==> src/design/bf3_pkg.sv <==
// ----------------------------------------------------------------------------
// bf3_pkg: shared constants and types for the 3x3 RGB box filter
// Sizes, register indexes, the divide-by-nine reciprocal and pipeline structs.
// ----------------------------------------------------------------------------
package bf3_pkg;

  localparam int MAX_WIDTH  = 2048;
  localparam int MAX_HEIGHT = 2048;
  localparam int MIN_DIM    = 3;

  localparam int CH_W   = 8;
  localparam int PIX_W  = 3 * CH_W;
  localparam int DIM_W  = 12;
  localparam int COL_W  = $clog2(MAX_WIDTH);
  localparam int ROW_W  = $clog2(MAX_HEIGHT);
  localparam int SUM_W  = 12;

  localparam int CFG_IDX_W = 4;
  localparam logic [CFG_IDX_W-1:0] REG_FRAME_WIDTH  = CFG_IDX_W'(0);
  localparam logic [CFG_IDX_W-1:0] REG_FRAME_HEIGHT = CFG_IDX_W'(1);

  localparam logic [DIM_W-1:0] WIDTH_RESET  = DIM_W'(640);
  localparam logic [DIM_W-1:0] HEIGHT_RESET = DIM_W'(480);

  // floor(s / 9) == (s * 7282) >> 16 for every nine-pixel sum s.
  localparam int RECIP_W   = 13;
  localparam int DIV_SHIFT = 16;
  localparam logic [RECIP_W-1:0] RECIP9 = RECIP_W'(7282);
  localparam int PROD_W = SUM_W + RECIP_W;

  localparam int NUM_RES = 3;

  typedef struct packed {
    logic [PIX_W-1:0] px;
    logic [ROW_W-1:0] row;
    logic [COL_W-1:0] col;
    logic             last_col;
    logic             last_row;
  } bf3_item_t;

  typedef struct packed {
    logic [2:0][SUM_W-1:0] sum;
    logic [PIX_W-1:0]      center;
    logic [PIX_W-1:0]      right_mid;
  } bf3_view_t;

  typedef struct packed {
    logic [PIX_W-1:0] px;
    logic [ROW_W-1:0] row;
    logic [COL_W-1:0] col;
    logic             done;
  } bf3_result_t;

endpackage

==> src/design/bf3_res_if.sv <==
// ----------------------------------------------------------------------------
// bf3_res_if: result pixel channel
// Valid/ready channel carrying one filtered pixel with its position per word.
// ----------------------------------------------------------------------------
interface bf3_res_if;
  logic                      valid;
  logic                      ready;
  logic [bf3_pkg::CH_W-1:0]  red_out;
  logic [bf3_pkg::CH_W-1:0]  green_out;
  logic [bf3_pkg::CH_W-1:0]  blue_out;
  logic [bf3_pkg::ROW_W-1:0] out_row;
  logic [bf3_pkg::COL_W-1:0] out_col;
  logic                      run_last;
  logic                      frame_done;

  modport source (output valid, output red_out, output green_out, output blue_out,
                  output out_row, output out_col, output run_last, output frame_done,
                  input ready);
  modport sink (input valid, input red_out, input green_out, input blue_out,
                input out_row, input out_col, input run_last, input frame_done,
                output ready);
endinterface

==> src/design/bf3_emit.sv <==
// ----------------------------------------------------------------------------
// bf3_emit: result emitter
// Holds the up to three results of one pixel and sends them in order,
// marking the last one of the group.
// ----------------------------------------------------------------------------
module bf3_emit (
  input  logic                                             clk,
  input  logic                                             rst,
  input  logic                                             in_valid,
  input  logic [bf3_pkg::NUM_RES-1:0]                      in_mask,
  input  bf3_pkg::bf3_result_t [bf3_pkg::NUM_RES-1:0]      in_res,
  output logic                                             free,
  bf3_res_if.source                                        results
);

  logic [bf3_pkg::NUM_RES-1:0]                 mask;
  bf3_pkg::bf3_result_t [bf3_pkg::NUM_RES-1:0] res;
  logic [bf3_pkg::NUM_RES-1:0]                 low_bit;
  logic                                        only_one;
  logic                                        take;
  logic                                        load;
  bf3_pkg::bf3_result_t                        cur;

  assign low_bit  = mask & (~mask + bf3_pkg::NUM_RES'(1));
  assign only_one = (mask & (mask - bf3_pkg::NUM_RES'(1))) == '0;
  assign take     = results.valid && results.ready;
  assign free     = (mask == '0) || (take && only_one);
  assign load     = in_valid && free;

  always_comb begin
    cur = res[0];
    for (int i = bf3_pkg::NUM_RES - 1; i >= 0; i--) begin
      if (low_bit[i]) begin
        cur = res[i];
      end
    end
  end

  always_ff @(posedge clk) begin
    if (rst) begin
      mask <= '0;
    end else if (load) begin
      mask <= in_mask;
    end else if (take) begin
      mask <= mask & ~low_bit;
    end
  end

  always_ff @(posedge clk) begin
    if (load) begin
      res <= in_res;
    end
  end

  assign results.valid      = mask != '0;
  assign results.red_out    = cur.px[0 +: bf3_pkg::CH_W];
  assign results.green_out  = cur.px[bf3_pkg::CH_W +: bf3_pkg::CH_W];
  assign results.blue_out   = cur.px[2*bf3_pkg::CH_W +: bf3_pkg::CH_W];
  assign results.out_row    = cur.row;
  assign results.out_col    = cur.col;
  assign results.run_last   = only_one;
  assign results.frame_done = cur.done;

endmodule

==> src/flat_wrapper.sv <==
// flat-port wrapper written by rule: the top's interface ports become plain ports
module bf3_emit_flat 
  (clk, rst, in_valid, in_mask, in_res, free, results_valid, results_red_out, results_green_out, results_blue_out, results_out_row, results_out_col, results_run_last, results_frame_done, results_ready);
  bf3_res_if results_i ();
  input  logic clk;
  input  logic rst;
  input  logic in_valid;
  input  logic [bf3_pkg::NUM_RES-1:0] in_mask;
  input  bf3_pkg::bf3_result_t [bf3_pkg::NUM_RES-1:0] in_res;
  output logic free;
  output wire logic [$bits(results_i.valid)-1:0] results_valid;
  output wire logic [$bits(results_i.red_out)-1:0] results_red_out;
  output wire logic [$bits(results_i.green_out)-1:0] results_green_out;
  output wire logic [$bits(results_i.blue_out)-1:0] results_blue_out;
  output wire logic [$bits(results_i.out_row)-1:0] results_out_row;
  output wire logic [$bits(results_i.out_col)-1:0] results_out_col;
  output wire logic [$bits(results_i.run_last)-1:0] results_run_last;
  output wire logic [$bits(results_i.frame_done)-1:0] results_frame_done;
  input wire logic [$bits(results_i.ready)-1:0] results_ready;
  assign results_valid = results_i.valid;
  assign results_red_out = results_i.red_out;
  assign results_green_out = results_i.green_out;
  assign results_blue_out = results_i.blue_out;
  assign results_out_row = results_i.out_row;
  assign results_out_col = results_i.out_col;
  assign results_run_last = results_i.run_last;
  assign results_frame_done = results_i.frame_done;
  assign results_i.ready = results_ready;
  bf3_emit u_core (.clk(clk), .rst(rst), .in_valid(in_valid), .in_mask(in_mask), .in_res(in_res), .free(free), .results(results_i));
endmodule
==> config.mk <==
export PLATFORM = sky130hd
export DESIGN_NAME = bf3_emit_flat
export DESIGN_NICKNAME = d
export VERILOG_FILES = /design/src/design/bf3_pkg.sv /design/src/design/bf3_res_if.sv /design/src/design/bf3_emit.sv /design/src/flat_wrapper.sv
export SDC_FILE = /design/constraint.sdc
export NUM_CORES = 1
export LEC_CHECK = 0
export ABC_CLOCK_PERIOD_IN_PS = 10000
export BUFFER_PORTS_ARGS = -buffer_cell sky130_fd_sc_hd__buf_2
export CORE_ASPECT_RATIO = 1.2
export CORE_MARGIN = 3
export CORE_UTILIZATION = 44
export DETAILED_ROUTE_END_ITERATION = 8
export HOLD_SLACK_MARGIN = 0.02
export PLACE_DENSITY_LB_ADDON = 0.25
export SETUP_SLACK_MARGIN = 0.15
export SYNTH_ARGS = -nofsm -noshare
export SYNTH_HDL_FRONTEND = slang
export SYNTH_SLANG_ARGS = --single-unit
==> constraint.sdc <==
create_clock -name clk -period 10 [get_ports clk]
set_input_delay 0 -clock clk [delete_from_list [all_inputs] [get_ports clk]]
set_output_delay 0 -clock clk [all_outputs]
set_load 0.005 [all_outputs]
==> flow_summary.ini, run 1 <==
[clocking]
clock-sinks = 144
cts_setup_buffers = 0
cts_buffer_depth = 2
h-tree-depth = 4
numCtsBuffers = 17
cts_hold_buf = 140
root_buffer = clkbuf_16
cts_resized = 0

[die]
die_w_um = 107
die_y_um = 127
start_util_pct = 45.5
num_io_pins = 198
rows = 43

[synthesis]
ys_warn_count = 0
syn-num-nets = 478
ys.flop_type = edfxtp_1
synth_sequential_area_ratio_pct = 80.4
synth.distinct_cells = 24
syn_area_per_cell_um2 = 16.2
synth_enable_flop_cells = 141
synthArstFlopShare_pct = 0
synthTopCellsByCount = edfxtp_1, nand2_1, a22oi_1, o21ai_0, clkbuf_1
synthTopCellsByArea = edfxtp_1, a22oi_1, o21ai_0
synth_area_mm2 = 0.00534
yosysMostFrequentCell = edfxtp_1
ys_ff_latch = 144
synth_top_area_share_pct = 79.3
synth_cells = 330
synth_top_area_cell = edfxtp_1

[placed_design]
pre_cts_slack_ns = 6.57
gp_congestion = 0.756
dpl.hpwl_um = 7440
io_buffers = 197

[status]
failing_step = clock tree synthesis
outcome = aborted with a tool error
error_line = [ERROR RSZ-0060] Max buffer count reached.
-- stage by stage --
stage | area (µm²) | util [%] | cells
after detailed placement | 6430 | 54.9 | 665
after global placement | 6430 | 54.9 | 665
after floorplan | 5340 | - | 330
-- kinds of logic after synthesis --
kind of cell               share of synthesized area [%]
DFF                                                 80.4
AOI/OAI and AO/OA                                   12.3
and+or+nand+nor                                     4.48
buffers and inverters                               2.62
adders and majority gates                          0.187
==> run 2, diff against run 1 <==
- CORE_ASPECT_RATIO: 1.2 -> not set
- CORE_UTILIZATION: 44 -> 29
- HOLD_SLACK_MARGIN: 0.02 -> not set
- PLACE_DENSITY_LB_ADDON: 0.25 -> 0.15
- SETUP_SLACK_MARGIN: 0.15 -> not set
==> flow_summary.ini, run 2 <==
[route]
drc_errors = 0
via_per_inst = 4.43
drtPass1Iterations = 4
met3WireLength_um = 900
wire_per_inst_um = 16.2
antenna_left = 0
wl_met1_um = 6530
first_iter_violations = 234
via_count = 4048
top_layer = met4
wl_met2_um = 7200
wl_um = 14800

[sta]
fin_crit_ns = 3.54
post-route-period-util_pct = 35.4
setup_viol = 0
final-max-slew-violation-count = 0
fin_setup_tns_ns = 0
worstMarginPinSlew_ns = 1.10
rsz0062_at_grt = no
fmax_ghz = 0.283
fin_skew_ns = 0.00700
hold_viol_final = 0
relSlewSlack_pct = 26.6

[global_route]
grt_pass1_vias = 4221
grt_pass1_wl_um = 22400
antenna_found_initial = 0
grt_overflow = 0
grt.total_usage_pct = 14.5
grt_max_degree = 83

[power]
pwr-share-seq_pct = 49.6
p_leak_nw = 3.38
p_comb_share_pct = 12.8
power.density_mw_per_mm2 = 175
switching_share_pct = 23.2
switchingPower_mw = 0.346
irDropWorstVdd_mv = 0.117
p_clk_share_pct = 37.7
p_int_mw = 1.15

[clocking]
cts_setup_buffers = 0
numCtsBuffers = 17
root_buffer = clkbuf_16
clkTransAtPathRegs_ns = 0.06
cts_tree = built
clk_latency_ns = 0.41
cts_buffer_depth = 2
h-tree-depth = 4
clock-sinks = 144

[synthesis]
synth_sequential_area_ratio_pct = 80.4
syn-num-nets = 478
synth_area_mm2 = 0.00534
ys_warn_count = 0
ys.flop_type = edfxtp_1
synthTopCellsByCount = edfxtp_1, nand2_1, a22oi_1, o21ai_0, clkbuf_1
synth_top_area_share_pct = 79.3
ys_ff_latch = 144
synth_enable_flop_cells = 141
synthTopCellsByArea = edfxtp_1, a22oi_1, o21ai_0
synth_top_area_cell = edfxtp_1
yosysMostFrequentCell = edfxtp_1
synth.distinct_cells = 24
synthArstFlopShare_pct = 0
synth_cells = 330
syn_area_per_cell_um2 = 16.2

[die]
die_w_um = 142
core_area_mm2 = 0.0177
fp.dieArea_mm2 = 0.0201
start_util_pct = 30.2
rows = 48
die_y_um = 142
num_io_pins = 198

[finish]
regMostFlops = u_core.res
fin_nets = 823
layout_common_cells = buf_2, dlygate4sd3_1, edfxtp_1
final_common_cell = buf_2
diodes = 0
top_regs = u_core.res (141), u_core.mask (3)
ff_latch_area_mm2 = 0.00430
largest_register_ffs = 141
fill_cells = 1572
multi_input_area_um2 = 926
syn_to_final_growth_pct = 59.7
fin_util_pct = 48.3
drive_gt1_share_pct = 34.4

[setup_path]
path_class = flop to flop
end_kind = flop
cp.required_ns = 10.03
worstPathMaxFanout = 82
arrival_ns = 3.56
cp-start-kind = flop

[status]
outcome = completed

[min_path]
hp-class = primary input to flop

[run]
drv_cap = 0

[placed_design]
gp_congestion = 0.745
io_buffers = 197
dpl.hpwl_um = 8630
==> run 2: cell counts after synthesis <==
Identical to the previous run, type by type.
==> run 2: per-layer routing <==
| layer | track usage [%] | up-vias |
|---|---|---|
| met5 | 0 | - |
| met4 | 3.99 | 0 |
| met3 | 4.75 | 11 |
| met2 | 23.7 | 145 |
| met1 | 18.6 | 1924 |
| li1 | - | 1968 |
==> run 2: logic make-up (layout without fill, tap and decap cells) <==
group | count (synthesis) | after routing | synth area share (%)
AO/OA/AOI/OAI | 102 | 102 | 12.3
adder cells (fa/ha/maj) | 1 | 1 | 0.187
buffers and inverters | 24 | 382 | 2.62
flip-flops | 144 | 144 | 80.4
AND/OR/NAND/NOR | 59 | 59 | 4.48
==> run 2: timing repair <==
action | in CTS | in global routing
gates resized for setup | 0 | 0
hold buffers | 147 | 0
endpoints found under the hold margin | 144 | 0
==> run 2: metrics by stage <==
stage                     std cells  power [mW]  hold WS (ns)  instance area (µm²)  setup slack (ns)
after floorplan                 330       0.820        0.0877                 5340              5.22
after global placement          734       0.898         0.177                 6530              6.53
after detailed placement        734       0.901         0.178                 6530              6.46
after CTS                       913        1.51        0.0155                 8520              6.44
after global routing            913        1.56        0.0364                 8520              6.25
final                           913        1.49        0.0458                 8520              6.46
==> run 2: area by class of cell <==
class	count	area share [%]
clock buffer	21	5.40
clock inverter	11	0.763
inverter	2	0.0881
multi-input combinational	162	10.9
sequential	144	50.4
tap	225	3.30
timing repair buffer	348	29.2
==> run 2: worst paths after layout <==
check | slack [ns] | endpoint | from | depth (start not counted)
max reg2reg | 6.46 | u_core.res[11] | u_core.mask[0] | 4
max | 6.46 | u_core.res[11] | u_core.mask[0] | 4
min reg2reg | 0.61 | u_core.mask[2] | u_core.mask[2] | 1
min | 0.05 | u_core.mask[2] | in_mask[2] | 4
==> run 2: power groups by stage <==
stage	combinational (mW)	clock [mW]	sequential, mW
2_1_floorplan	0.0719	0	0.748
3_3_place_gp	0.146	0	0.751
3_5_place_dp	0.148	0	0.753
4_1_cts	0.194	0.579	0.740
5_1_grt	0.211	0.607	0.744
6_report	0.190	0.562	0.740
==> run 2: worst max-delay path, cell delays in order (launching register included) <==
cell and delay [ns]:
dfxtp_2 0.65, maj3_1 0.56, a21oi_4 0.18, and2_4 0.67, buf_4 0.89
No activity file was read; power rests on OpenSTA's default activity.
