<file path="src/design/bf3_pkg.sv">
// ----------------------------------------------------------------------------
// bf3_pkg: shared constants and types for the 3x3 RGB box filter
// Sizes, register indexes, the divide-by-nine reciprocal and pipeline structs.
// ----------------------------------------------------------------------------
package bf3_pkg;

  localparam int MAX_WIDTH  = 2048;
  localparam int MAX_HEIGHT = 2048;
  localparam int MIN_DIM    = 3;

  localparam int CH_W   = 8;
  localparam int PIX_W  = 3 * CH_W;
  localparam int DIM_W  = 12;
  localparam int COL_W  = $clog2(MAX_WIDTH);
  localparam int ROW_W  = $clog2(MAX_HEIGHT);
  localparam int SUM_W  = 12;

  localparam int CFG_IDX_W = 4;
  localparam logic [CFG_IDX_W-1:0] REG_FRAME_WIDTH  = CFG_IDX_W'(0);
  localparam logic [CFG_IDX_W-1:0] REG_FRAME_HEIGHT = CFG_IDX_W'(1);

  localparam logic [DIM_W-1:0] WIDTH_RESET  = DIM_W'(640);
  localparam logic [DIM_W-1:0] HEIGHT_RESET = DIM_W'(480);

  // floor(s / 9) == (s * 7282) >> 16 for every nine-pixel sum s.
  localparam int RECIP_W   = 13;
  localparam int DIV_SHIFT = 16;
  localparam logic [RECIP_W-1:0] RECIP9 = RECIP_W'(7282);
  localparam int PROD_W = SUM_W + RECIP_W;

  localparam int NUM_RES = 3;

  typedef struct packed {
    logic [PIX_W-1:0] px;
    logic [ROW_W-1:0] row;
    logic [COL_W-1:0] col;
    logic             last_col;
    logic             last_row;
  } bf3_item_t;

  typedef struct packed {
    logic [2:0][SUM_W-1:0] sum;
    logic [PIX_W-1:0]      center;
    logic [PIX_W-1:0]      right_mid;
  } bf3_view_t;

  typedef struct packed {
    logic [PIX_W-1:0] px;
    logic [ROW_W-1:0] row;
    logic [COL_W-1:0] col;
    logic             done;
  } bf3_result_t;

endpackage

</file>
<file path="src/design/bf3_window.sv">
// ----------------------------------------------------------------------------
// bf3_window: 3x3 pixel window and channel sums
// Shifts a new column into the window and presents the sums of the window
// that results from the shift, with its center and middle right pixels.
// ----------------------------------------------------------------------------
module bf3_window (
  input  logic                      clk,
  input  logic                      rst,
  input  logic                      shift,
  input  logic [bf3_pkg::PIX_W-1:0] older,
  input  logic [bf3_pkg::PIX_W-1:0] newer,
  input  logic [bf3_pkg::PIX_W-1:0] px,
  output bf3_pkg::bf3_view_t        view
);

  logic [bf3_pkg::PIX_W-1:0] win      [9];
  logic [bf3_pkg::PIX_W-1:0] win_next [9];

  always_comb begin
    for (int k = 0; k < 3; k++) begin
      win_next[k*3]     = win[k*3+1];
      win_next[k*3 + 1] = win[k*3+2];
    end
    win_next[2] = older;
    win_next[5] = newer;
    win_next[8] = px;
  end

  always_comb begin
    logic [bf3_pkg::SUM_W-1:0] row_sum [3];
    for (int ch = 0; ch < 3; ch++) begin
      for (int k = 0; k < 3; k++) begin
        row_sum[k] = bf3_pkg::SUM_W'(win_next[k*3][ch*bf3_pkg::CH_W +: bf3_pkg::CH_W])
                   + bf3_pkg::SUM_W'(win_next[k*3+1][ch*bf3_pkg::CH_W +: bf3_pkg::CH_W])
                   + bf3_pkg::SUM_W'(win_next[k*3+2][ch*bf3_pkg::CH_W +: bf3_pkg::CH_W]);
      end
      view.sum[ch] = row_sum[0] + row_sum[1] + row_sum[2];
    end
    view.center    = win_next[4];
    view.right_mid = win_next[5];
  end

  always_ff @(posedge clk) begin
    if (rst) begin
      for (int i = 0; i < 9; i++) begin
        win[i] <= '0;
      end
    end else if (shift) begin
      for (int i = 0; i < 9; i++) begin
        win[i] <= win_next[i];
      end
    end
  end

endmodule

</file>
<file path="config.mk">
export PLATFORM = sky130hd
export DESIGN_NAME = bf3_window
export DESIGN_NICKNAME = d
export VERILOG_FILES = /design/src/design/bf3_pkg.sv /design/src/design/bf3_window.sv
export SDC_FILE = /design/constraint.sdc
export NUM_CORES = 1
export LEC_CHECK = 0
export ABC_AREA = 1
export ABC_CLOCK_PERIOD_IN_PS = 6450
export BUFFER_PORTS_ARGS = -buffer_cell sky130_fd_sc_hd__buf_2
export CORE_MARGIN = 3
export CORE_UTILIZATION = 50
export CTS_CLUSTER_DIAMETER = 150
export DETAILED_ROUTE_END_ITERATION = 6
export PLACE_DENSITY = 0.8
export SYNTH_ARGS = -nofsm -noshare
export SYNTH_HDL_FRONTEND = slang
export SYNTH_SLANG_ARGS = --single-unit
</file>
<file path="constraint.sdc">
create_clock -name clk -period 6.45 [get_ports clk]
set_clock_uncertainty 0.15 [all_clocks]
set_input_delay 1.29 -clock clk [delete_from_list [all_inputs] [get_ports clk]]
set_output_delay 1.29 -clock clk [all_outputs]
set_load 0.01 [all_outputs]
</file>
== Word level (Yosys, flattened, before mapping) ==
Memories as Yosys holds them, arrays and structs flattened.
Index checks and enable logic that the tools add are counted.

* Flip-flop bits (word level): 0
* RAM bits: 216
* Input bits: 75
* Output and inout bits: 84
* Word-level logic and storage cells: 48
* Memories kept: 1

{| class="wikitable"
|+ Memory list
! memory !! depth !! bits a word !! rd ports !! clocked after memory_dff !! wr ports !! RTL line !! text
|-
| win || 9 || 24 || 6 || 0 || 9 || bf3_window.sv:16 || <nowiki>logic [bf3_pkg::PIX_W-1:0] win [9];</nowiki>
|}

* Add/subtract/negate cells: 24
* Mux-type cells: 14
* Bitwise gates (word level): 9

{| class="wikitable"
|+ Operators by type and width
! kind !! number
|-
| 24-bit two-way mux || 9
|-
| 9-bit by 8-bit adder with 10-bit output || 9
|-
| 8-bit by 8-bit adder with 9-bit output || 9
|-
| 11-bit by 10-bit adder with 12-bit output || 3
|-
| 10-bit by 10-bit adder with 11-bit output || 3
|-
| 1-bit OR || 9
|-
| 1-bit two-way mux || 5
|}

== Longest topological paths before layout ==
Gate-level depths: netlist (run 1).
An unclocked memory read counts as a cell.

* Depth after elaboration: 5
* Depth in mapped cells: 18
* Gate-level depth less buffers: 18

== Worst setup path after synthesis (run 1) ==
No wires, ideal clock.

* Path kind: input to output
* From: input older[10] (netlist bit)
* To: output view[66] (netlist bit)
* Arrival: 4.457 ns
* Required time: 5.010 ns
* Path slack: 0.553 ns
* Stages on the path: 16
* Path buffers: 0
* Cell sequence: inv_1 fa_1 inv_1 fa_1 fa_1 inv_1 fa_1 inv_1 ha_1 inv_1 fa_1 inv_1 nand2_1 nand2_1 nand2_1 xnor2_1

{| class="wikitable"
|+ RTL lines
! what !! RTL line !! text
|-
| start, declared || bf3_window.sv:10 || <nowiki>input logic [bf3_pkg::PIX_W-1:0] older,</nowiki>
|-
| end, declared || bf3_window.sv:13 || <nowiki>output bf3_pkg::bf3_view_t view</nowiki>
|}

==> results of run 1 <==
[layer usage]
| metal | part of all wire [%] | up-vias | GRT usage (%) |
|---|---|---|---|
| met3 | 4.0 | 30 | 3.15 |
| met4 | 2.0 | 0 | 5.72 |
| met5 | 0 | - | 0 |
| met1 | 43 | 3271 | 22.5 |
| li1 | - | 3273 | - |
| met2 | 51 | 136 | 29.8 |
[power groups by stage]
stage / sequential, W / clock, W / combinational [W]
floorplan: 0.00117 / 0 / 0.00273
global placement: 0.00117 / 0 / 0.00381
detailed placement: 0.00117 / 0 / 0.00390
CTS: 0.00115 / 0.00102 / 0.00394
global route: 0.00116 / 0.00106 / 0.00450
finish: 0.00115 / 0.00101 / 0.00390
[layout make-up]
class                           count  area, sq um  share of cell area, %
Inverter                          363         1360                   10.9
Sequential cell                   144         4320                   34.7
Multi-Input combinational cell    505         5000                   40.2
Clock inverter                     12          163                   1.31
Clock buffer                       18          429                   3.45
Timing Repair Buffer              160          818                   6.58
Tap cell                          275          344                   2.76
[cell families (layout without fill, tap and decap cells)]
| group | Yosys count | after routing | synth area share [%] |
|---|---|---|---|
| buf+inv | 402 | 553 | 15.1 |
| simple gates | 283 | 283 | 10.2 |
| fa+ha+maj | 201 | 201 | 34.0 |
| flops | 144 | 144 | 39.4 |
| compound gates | 12 | 12 | 0.547 |
| xor+xnor | 9 | 9 | 0.718 |
[layout by cell type (no fill, tap or decap)]
| cell | n |
|---|---|
| sky130_fd_sc_hd__inv_1 | 363 |
| sky130_fd_sc_hd__fa_1 | 161 |
| sky130_fd_sc_hd__buf_2 | 158 |
| sky130_fd_sc_hd__nor2_1 | 154 |
| sky130_fd_sc_hd__edfxtp_1 | 144 |
| sky130_fd_sc_hd__nand2_1 | 95 |
| sky130_fd_sc_hd__ha_1 | 39 |
| sky130_fd_sc_hd__nand3_1 | 20 |
| sky130_fd_sc_hd__clkbuf_16 | 17 |
| sky130_fd_sc_hd__a21oi_1 | 9 |
| sky130_fd_sc_hd__xnor2_1 | 6 |
| sky130_fd_sc_hd__or2_1 | 4 |
| sky130_fd_sc_hd__nand3b_1 | 4 |
| sky130_fd_sc_hd__clkinv_4 | 4 |
| sky130_fd_sc_hd__xor2_1 | 3 |
| sky130_fd_sc_hd__nor3_1 | 3 |
| sky130_fd_sc_hd__o21ai_0 | 3 |
| sky130_fd_sc_hd__bufinv_16 | 3 |
| sky130_fd_sc_hd__clkinvlp_4 | 2 |
| sky130_fd_sc_hd__inv_6 | 2 |
| sky130_fd_sc_hd__nand2_2 | 1 |
| sky130_fd_sc_hd__or2_4 | 1 |
| sky130_fd_sc_hd__nand2_4 | 1 |
| sky130_fd_sc_hd__fa_2 | 1 |
| sky130_fd_sc_hd__clkinv_2 | 1 |
| sky130_fd_sc_hd__clkbuf_1 | 1 |
| sky130_fd_sc_hd__buf_4 | 1 |
| sky130_fd_sc_hd__buf_12 | 1 |
[metrics by stage]
| stage | utilization, % | instances | power (W) |
|---|---|---|---|
| floorplan | - | 1051 | 0.00390 |
| global placement | 55.7 | 1447 | 0.00497 |
| detailed placement | 55.7 | 1447 | 0.00507 |
| CTS | 58.4 | 1477 | 0.00612 |
| global route | 58.5 | 1477 | 0.00673 |
| finish | 58.5 | 1477 | 0.00606 |
[worst paths after layout]
| check | startpoint | end | slack (ns) | depth (start not counted) |
|---|---|---|---|---|
| worst max-delay path | older[10] | view[70] | 0.21 | 20 |
| worst min-delay path | win[8][1]$_SDFFCE_PN0P_ | win[7][1]$_SDFFCE_PN0P_ | 0.44 | 2 |
| worst max register to register | win[5][6]$_SDFFCE_PN0P_ | win[4][6]$_SDFFCE_PN0P_ | 5.42 | 2 |
| worst min register to register | win[8][1]$_SDFFCE_PN0P_ | win[7][1]$_SDFFCE_PN0P_ | 0.44 | 2 |
[worst max-delay path, stage by stage]
cell and delay, ns:
sky130_fd_sc_hd__buf_2 0.07, sky130_fd_sc_hd__inv_1 0.05, sky130_fd_sc_hd__fa_1 0.54, sky130_fd_sc_hd__inv_1 0.05, sky130_fd_sc_hd__fa_1 0.45, sky130_fd_sc_hd__fa_1 0.49, sky130_fd_sc_hd__inv_1 0.05, sky130_fd_sc_hd__fa_1 0.42
sky130_fd_sc_hd__inv_1 0.07, sky130_fd_sc_hd__ha_1 0.19, sky130_fd_sc_hd__inv_1 0.07, sky130_fd_sc_hd__fa_1 0.45, sky130_fd_sc_hd__inv_1 0.07, sky130_fd_sc_hd__nand2_1 0.06, sky130_fd_sc_hd__nand2_2 0.10, sky130_fd_sc_hd__nand3_1 0.10
sky130_fd_sc_hd__nand2_1 0.08, sky130_fd_sc_hd__nand2_1 0.04, sky130_fd_sc_hd__nand2_1 0.05, sky130_fd_sc_hd__buf_2 0.12
==> parameters.txt, run 1 <==
Parameter                              Value

Clock tree
  Clock tree from TritonCTS    yes
  Post-CTS setup buffer count    0
  Number of gates resized after CTS    0
  Number of clock sinks seen by CTS    144
  Root buffer cell    sky130_fd_sc_hd__clkbuf_16
  Post-CTS Hold Buffers    0
  Number of levels in the clock H-tree    4
  Inserted Clock Buffers    17
  Clock buffer depth    2
  Clock slew at the register clock pins of the worst setup and hold paths    0.07 ns
  Clock network latency to the later pin of the worst-skew pair    0.41 ns

Synth
  Area contributors post-synth    sky130_fd_sc_hd__edfxtp_1 (39%), sky130_fd_sc_hd__fa_1 (30%), sky130_fd_sc_hd__inv_1 (12%)
  Summed instance area of the synthesized netlist    11000 sq um
  Register area share after synthesis    39.4%
  Area share of the largest cell type after synthesis    39.4%
  Share of flip-flops with an asynchronous set or reset after synthesis    0%
  Total of warnings raised by yosys    0
  Cell accounting for the most synthesized area    sky130_fd_sc_hd__edfxtp_1
  Seq cells post-synth    144
  Post-synthesis instance total    1051
  Synthesized netlist net count    1327
  Mean Syn Cell Area    10.4 sq um
  Most frequently used cell type in the post-synthesis netlist    sky130_fd_sc_hd__inv_1
  Number of unique standard cell types used by synthesis    19
  Top cells by count, synth    sky130_fd_sc_hd__inv_1 (363), sky130_fd_sc_hd__fa_1 (162), sky130_fd_sc_hd__nor2_1 (154), sky130_fd_sc_hd__edfxtp_1 (144), sky130_fd_sc_hd__nand2_1 (96)
  Commonest register cell after synthesis    sky130_fd_sc_hd__edfxtp_1
  Number of enable flip-flop cells after synthesis    144

Pwr
  P_sw    0.00277 W
  Worst vdd ir    524 uV
  Clk network pwr share    16.6%
  Sw frac    45.8%
  Power density over cell area    487 nW/um^2
  Internal power contribution    0.00329 W
  Combinational Power Share    64.4%
  Share of total power in sequential cells    19.0%
  Leakage power total    6.52 nW

Timing
  Final Setup Violations    0
  Sum Neg Setup Slack    0 ns
  Final Slew Violations    0
  Unrepaired setup endpoints after global routing    false
  Maximum clock frequency    0.160 GHz
  Setup slack after layout    0.207 ns
  Final min period    6.24 ns
  Number of endpoints with negative hold slack in the final report    0
  Worst slew margin relative to its limit    30.6%
  Worst slew pin tran    1.04 ns
  Share of the clock period used by the worst path after layout    96.8%
  Post-Route Hold Slack    0.443 ns

Placement
  Detailed placer's ending HPWL    14900 um
  Setup WS pre-CTS    0.167 ns
  Count of input and output buffers    158
  Routability congestion estimate from global placement    0.847
  Area after detailed placement    11800 sq um

Hold path
  Worst min path class    reg2reg

Floorplanning
  Number of ports placed on the die boundary    159
  Placeable Area    21300 sq um
  Die area    23800 sq um
  Cell Rows    53
  Horizontal die dimension    154 um
  Chip height    154 um
  Effective utilization at floorplan    51.6%

Layout
  Flip-flop count of the largest register, all copies and words added    144
  Filler Cell Count    1765
  Area growth syn-to-layout    13.4%
  Layout Cell Area excl Fill    12400 sq um
  Regs by FF count    win (144)
  Total inserted antenna cells    0
  Number of nets in the finished design    1467
  Register bank with the most flops    win
  Proportion of layout cells with a drive suffix above 1    16.1%

Critical path
  Arrival time at the worst endpoint    4.80 ns
  Crit path max fanout    3
  Worst Path Class, Setup    in2out
  CP required    5.01 ns
  Startpoint Class    input port
  Category of the worst setup path capture point    output pin

Drt
  DRC violation count after routing    0
  Via count    6710
  Detailed-route vias per instance    4.54
  1st-pass router iterations    5
  Post-route ant nets    0
  Detailed Route Iter0 Violations    355
  Detailed Route WL    19000 um
  DR WL/cell    12.9 um

GRT
  Number of global-route vias before repair    7259
  First-pass GRT wire length    33200 um
  Global Route Usage Sum    17.4%
  Number of antenna violations at the first check in global routing    0
  Maximum number of pins on one net before global-route repair    83
  Remaining global-route overflow    0

Flow run
  Count of max-cap constraint violations    0

Status
  Outcome    completed
Note: power is estimated with default switching activity, not from simulation.
==> inputs of run 2 (changes only) <==
--- a/config.mk
+++ b/config.mk
@@ -6,7 +6,7 @@
 export NUM_CORES = 1
 export LEC_CHECK = 0
 export ABC_AREA = 1
-export ABC_CLOCK_PERIOD_IN_PS = 6450
+export ABC_CLOCK_PERIOD_IN_PS = 7600
 export BUFFER_PORTS_ARGS = -buffer_cell sky130_fd_sc_hd__buf_2
 export CORE_MARGIN = 3
 export CORE_UTILIZATION = 50
==> constraint.sdc (replaced) <==
create_clock -name clk -period 7.6 [get_ports clk]
set_clock_uncertainty 0.15 [all_clocks]
set_input_delay 1.52 -clock clk [delete_from_list [all_inputs] [get_ports clk]]
set_output_delay 1.52 -clock clk [all_outputs]
set_load 0.01 [all_outputs]
==> run 2 against run 1 <==
Critical path depth is 3 lower. Clock-buffer cell count rose by 1. Clock power decreased by 22%. Sequential cell count unchanged. Setup slack improved by 0.62 ns. Sequential power is 15% lower. Register-to-register slack better by 1.2 ns. Combinational power down 16%. Sequential share of layout area increased by 0.15 points. Non-clock buffer count grew 1. Die area stayed put.
==> parameters.txt, run 2 (synthesis results as in run 1) <==
Parameter                              Value

Layout
  Post-route core utilization    58.2%
  Layout Cell Area excl Fill    12400 sq um
  Register bank with the most flops    win
  Area growth syn-to-layout    12.9%
  Regs by FF count    win (144)
  Flip-flop count of the largest register, all copies and words added    144
  Most common cell after layout, fill and taps aside    sky130_fd_sc_hd__inv_1
  Filler Cell Count    1756
  Proportion of layout cells with a drive suffix above 1    15.9%
  Top library cells by usage in the layout, fill and taps aside    sky130_fd_sc_hd__inv_1 (363), sky130_fd_sc_hd__fa_1 (162), sky130_fd_sc_hd__buf_2 (158), sky130_fd_sc_hd__nor2_1 (154), sky130_fd_sc_hd__edfxtp_1 (144)
  Number of nets in the finished design    1468

Drt
  1st-pass router iterations    6
  Detailed Route WL    18800 um
  DRC violation count after routing    0
  Detailed-route vias per instance    4.49
  Via count    6649
  Post-route ant nets    0
  Detailed Route Iter0 Violations    335
  DR WL/cell    12.7 um

Timing
  Number of endpoints with negative hold slack in the final report    0
  Unrepaired setup endpoints after global routing    false
  Share of the clock period used by the worst path after layout    89.1%
  Worst slew pin tran    0.945 ns
  Maximum clock frequency    0.148 GHz
  Final Slew Violations    0
  Final min period    6.77 ns
  Final Setup Violations    0
  Sum Neg Setup Slack    0 ns
  Worst slew margin relative to its limit    37.0%

Pwr
  Worst vdd ir    295 uV
  Power density over cell area    407 nW/um^2
  Leakage power total    6.49 nW

Placement
  Detailed placer's ending HPWL    14900 um
  Count of input and output buffers    158
  Area after detailed placement    11800 sq um
  Routability congestion estimate from global placement    0.844

Flow run
  Count of max-cap constraint violations    0

Clock tree
  Number of levels in the clock H-tree    4
  Number of clock sinks seen by CTS    144
  Clock slew at the register clock pins of the worst setup and hold paths    0.06 ns
  Number of gates resized after CTS    0
  Clock network latency to the later pin of the worst-skew pair    0.42 ns
  Clock tree from TritonCTS    yes
  Inserted Clock Buffers    17
  Post-CTS Hold Buffers    0
  Root buffer cell    sky130_fd_sc_hd__clkbuf_16
  Clock buffer depth    2
  Post-CTS setup buffer count    0

Critical path
  CP required    5.93 ns
  Arrival time at the worst endpoint    5.10 ns
  CP max stage cell    sky130_fd_sc_hd__fa_1
  Cell breakdown of the critical path    buf_2, inv_1, fa_1, inv_1, fa_1, fa_1, inv_1, fa_1, inv_1, ha_1, fa_1, nand2_1, nand2_1, nand3b_1, nand3_1, nand2_1, buf_2
  Startpoint of the most critical register-to-register path    win[5][17]$_SDFFCE_PN0P_
  Crit path max fanout    3
  Reg-to-Reg End    win[4][17]$_SDFFCE_PN0P_
  Delay contributed by the slowest stage of the critical path    0.53 ns
  Category of the worst setup path capture point    output pin
  Startpoint Class    input port
  Most used cell, CP    sky130_fd_sc_hd__fa_1
  Worst Path Class, Setup    in2out
  Count of cells along the worst register-to-register path    2
  Register-to-register path setup slack    6.57 ns

Floorplanning
  Cell Rows    53
  Die area    23800 sq um
  Horizontal die dimension    154 um
  Number of ports placed on the die boundary    159
  Chip height    154 um
  Effective utilization at floorplan    51.6%
  Placeable Area    21300 sq um

Hold path
  Worst min path class    reg2reg
  Hold Path Sink    win[7][0]$_SDFFCE_PN0P_
  Cells on Worst Hold Path    2
  Startpoint of the lowest-slack hold path    win[8][0]$_SDFFCE_PN0P_

Status
  Outcome    completed

GRT
  First-pass GRT wire length    33000 um
  Remaining global-route overflow    0
  Number of global-route vias before repair    7121
  Maximum number of pins on one net before global-route repair    82
  Number of antenna violations at the first check in global routing    0
  Global Route Usage Sum    17.2%
## run 2: cell count changes in the layout (fill, tap and decap cells not counted), sizes merged
cell,before,now
clkinvlp,2,4
diode,0,1
clkbuf,18,19
bufinv,3,1
buf,160,161
## run 2: metal layers
layer	routed length [um]	GRT usage [%]	vias to the layer above	part of all wire (%)
li1	-	-	3286	-
met1	8110	22.3	3206	43
met2	9720	29.8	136	52
met3	741	3.63	21	3.9
met4	232	4.50	0	1.2
met5	0	0	-	0
## run 2: power by group
group | leakage (nW) | internal (W) | switching (W)
registers | 1.58 | 0.000938 | 0.0000393
clock network | 0.253 | 0.000450 | 0.000337
logic | 4.65 | 0.00133 | 0.00195
## run 2: per-stage QoR
| step | instances | worst slack, ns | power (W) | hold WS [ns] |
|---|---|---|---|---|
| 4_1_cts | 1479 | 0.821 | 0.00511 | 0.452 |
| 3_3_place_gp | 1448 | 0.898 | 0.00422 | 0.407 |
| 6_report | 1480 | 0.831 | 0.00504 | 0.442 |
| 3_5_place_dp | 1448 | 0.851 | 0.00428 | 0.437 |
| 2_1_floorplan | 1051 | 1.24 | 0.00331 | 0.399 |
| 5_1_grt | 1479 | 0.635 | 0.00563 | 0.486 |
## run 2: layout make-up
type,instances,area [sq um],area share [%]
Tap cell,275,344,2.78
Timing Repair Buffer,161,813,6.56
Clock inverter,12,113,0.909
Multi-Input combinational cell,505,5000,40.3
Sequential cell,144,4320,34.9
Antenna cell,1,2.50,0.0202
Clock buffer,19,433,3.49
Inverter,363,1360,11.0
## run 2: worst max-delay path by stage
| stage | from | endpoint | slack (ns) | cells after the start |
|---|---|---|---|---|
| floorplan | older[10] | view[66] | 1.24 | 16 |
| global placement | older[18] | view[82] | 0.90 | 18 |
| detailed placement | older[10] | view[70] | 0.85 | 20 |
| CTS | older[18] | view[80] | 0.82 | 17 |
| global route | older[10] | view[70] | 0.64 | 20 |
| finish | older[18] | view[80] | 0.83 | 17 |
## run 2: worst max-delay path, delay by kind of cell
kind,cells,cell delay [ns]
adder cells (fa/ha/maj),6,2.66
AND/OR/NAND/NOR,5,0.51
buffers and inverters,6,0.40
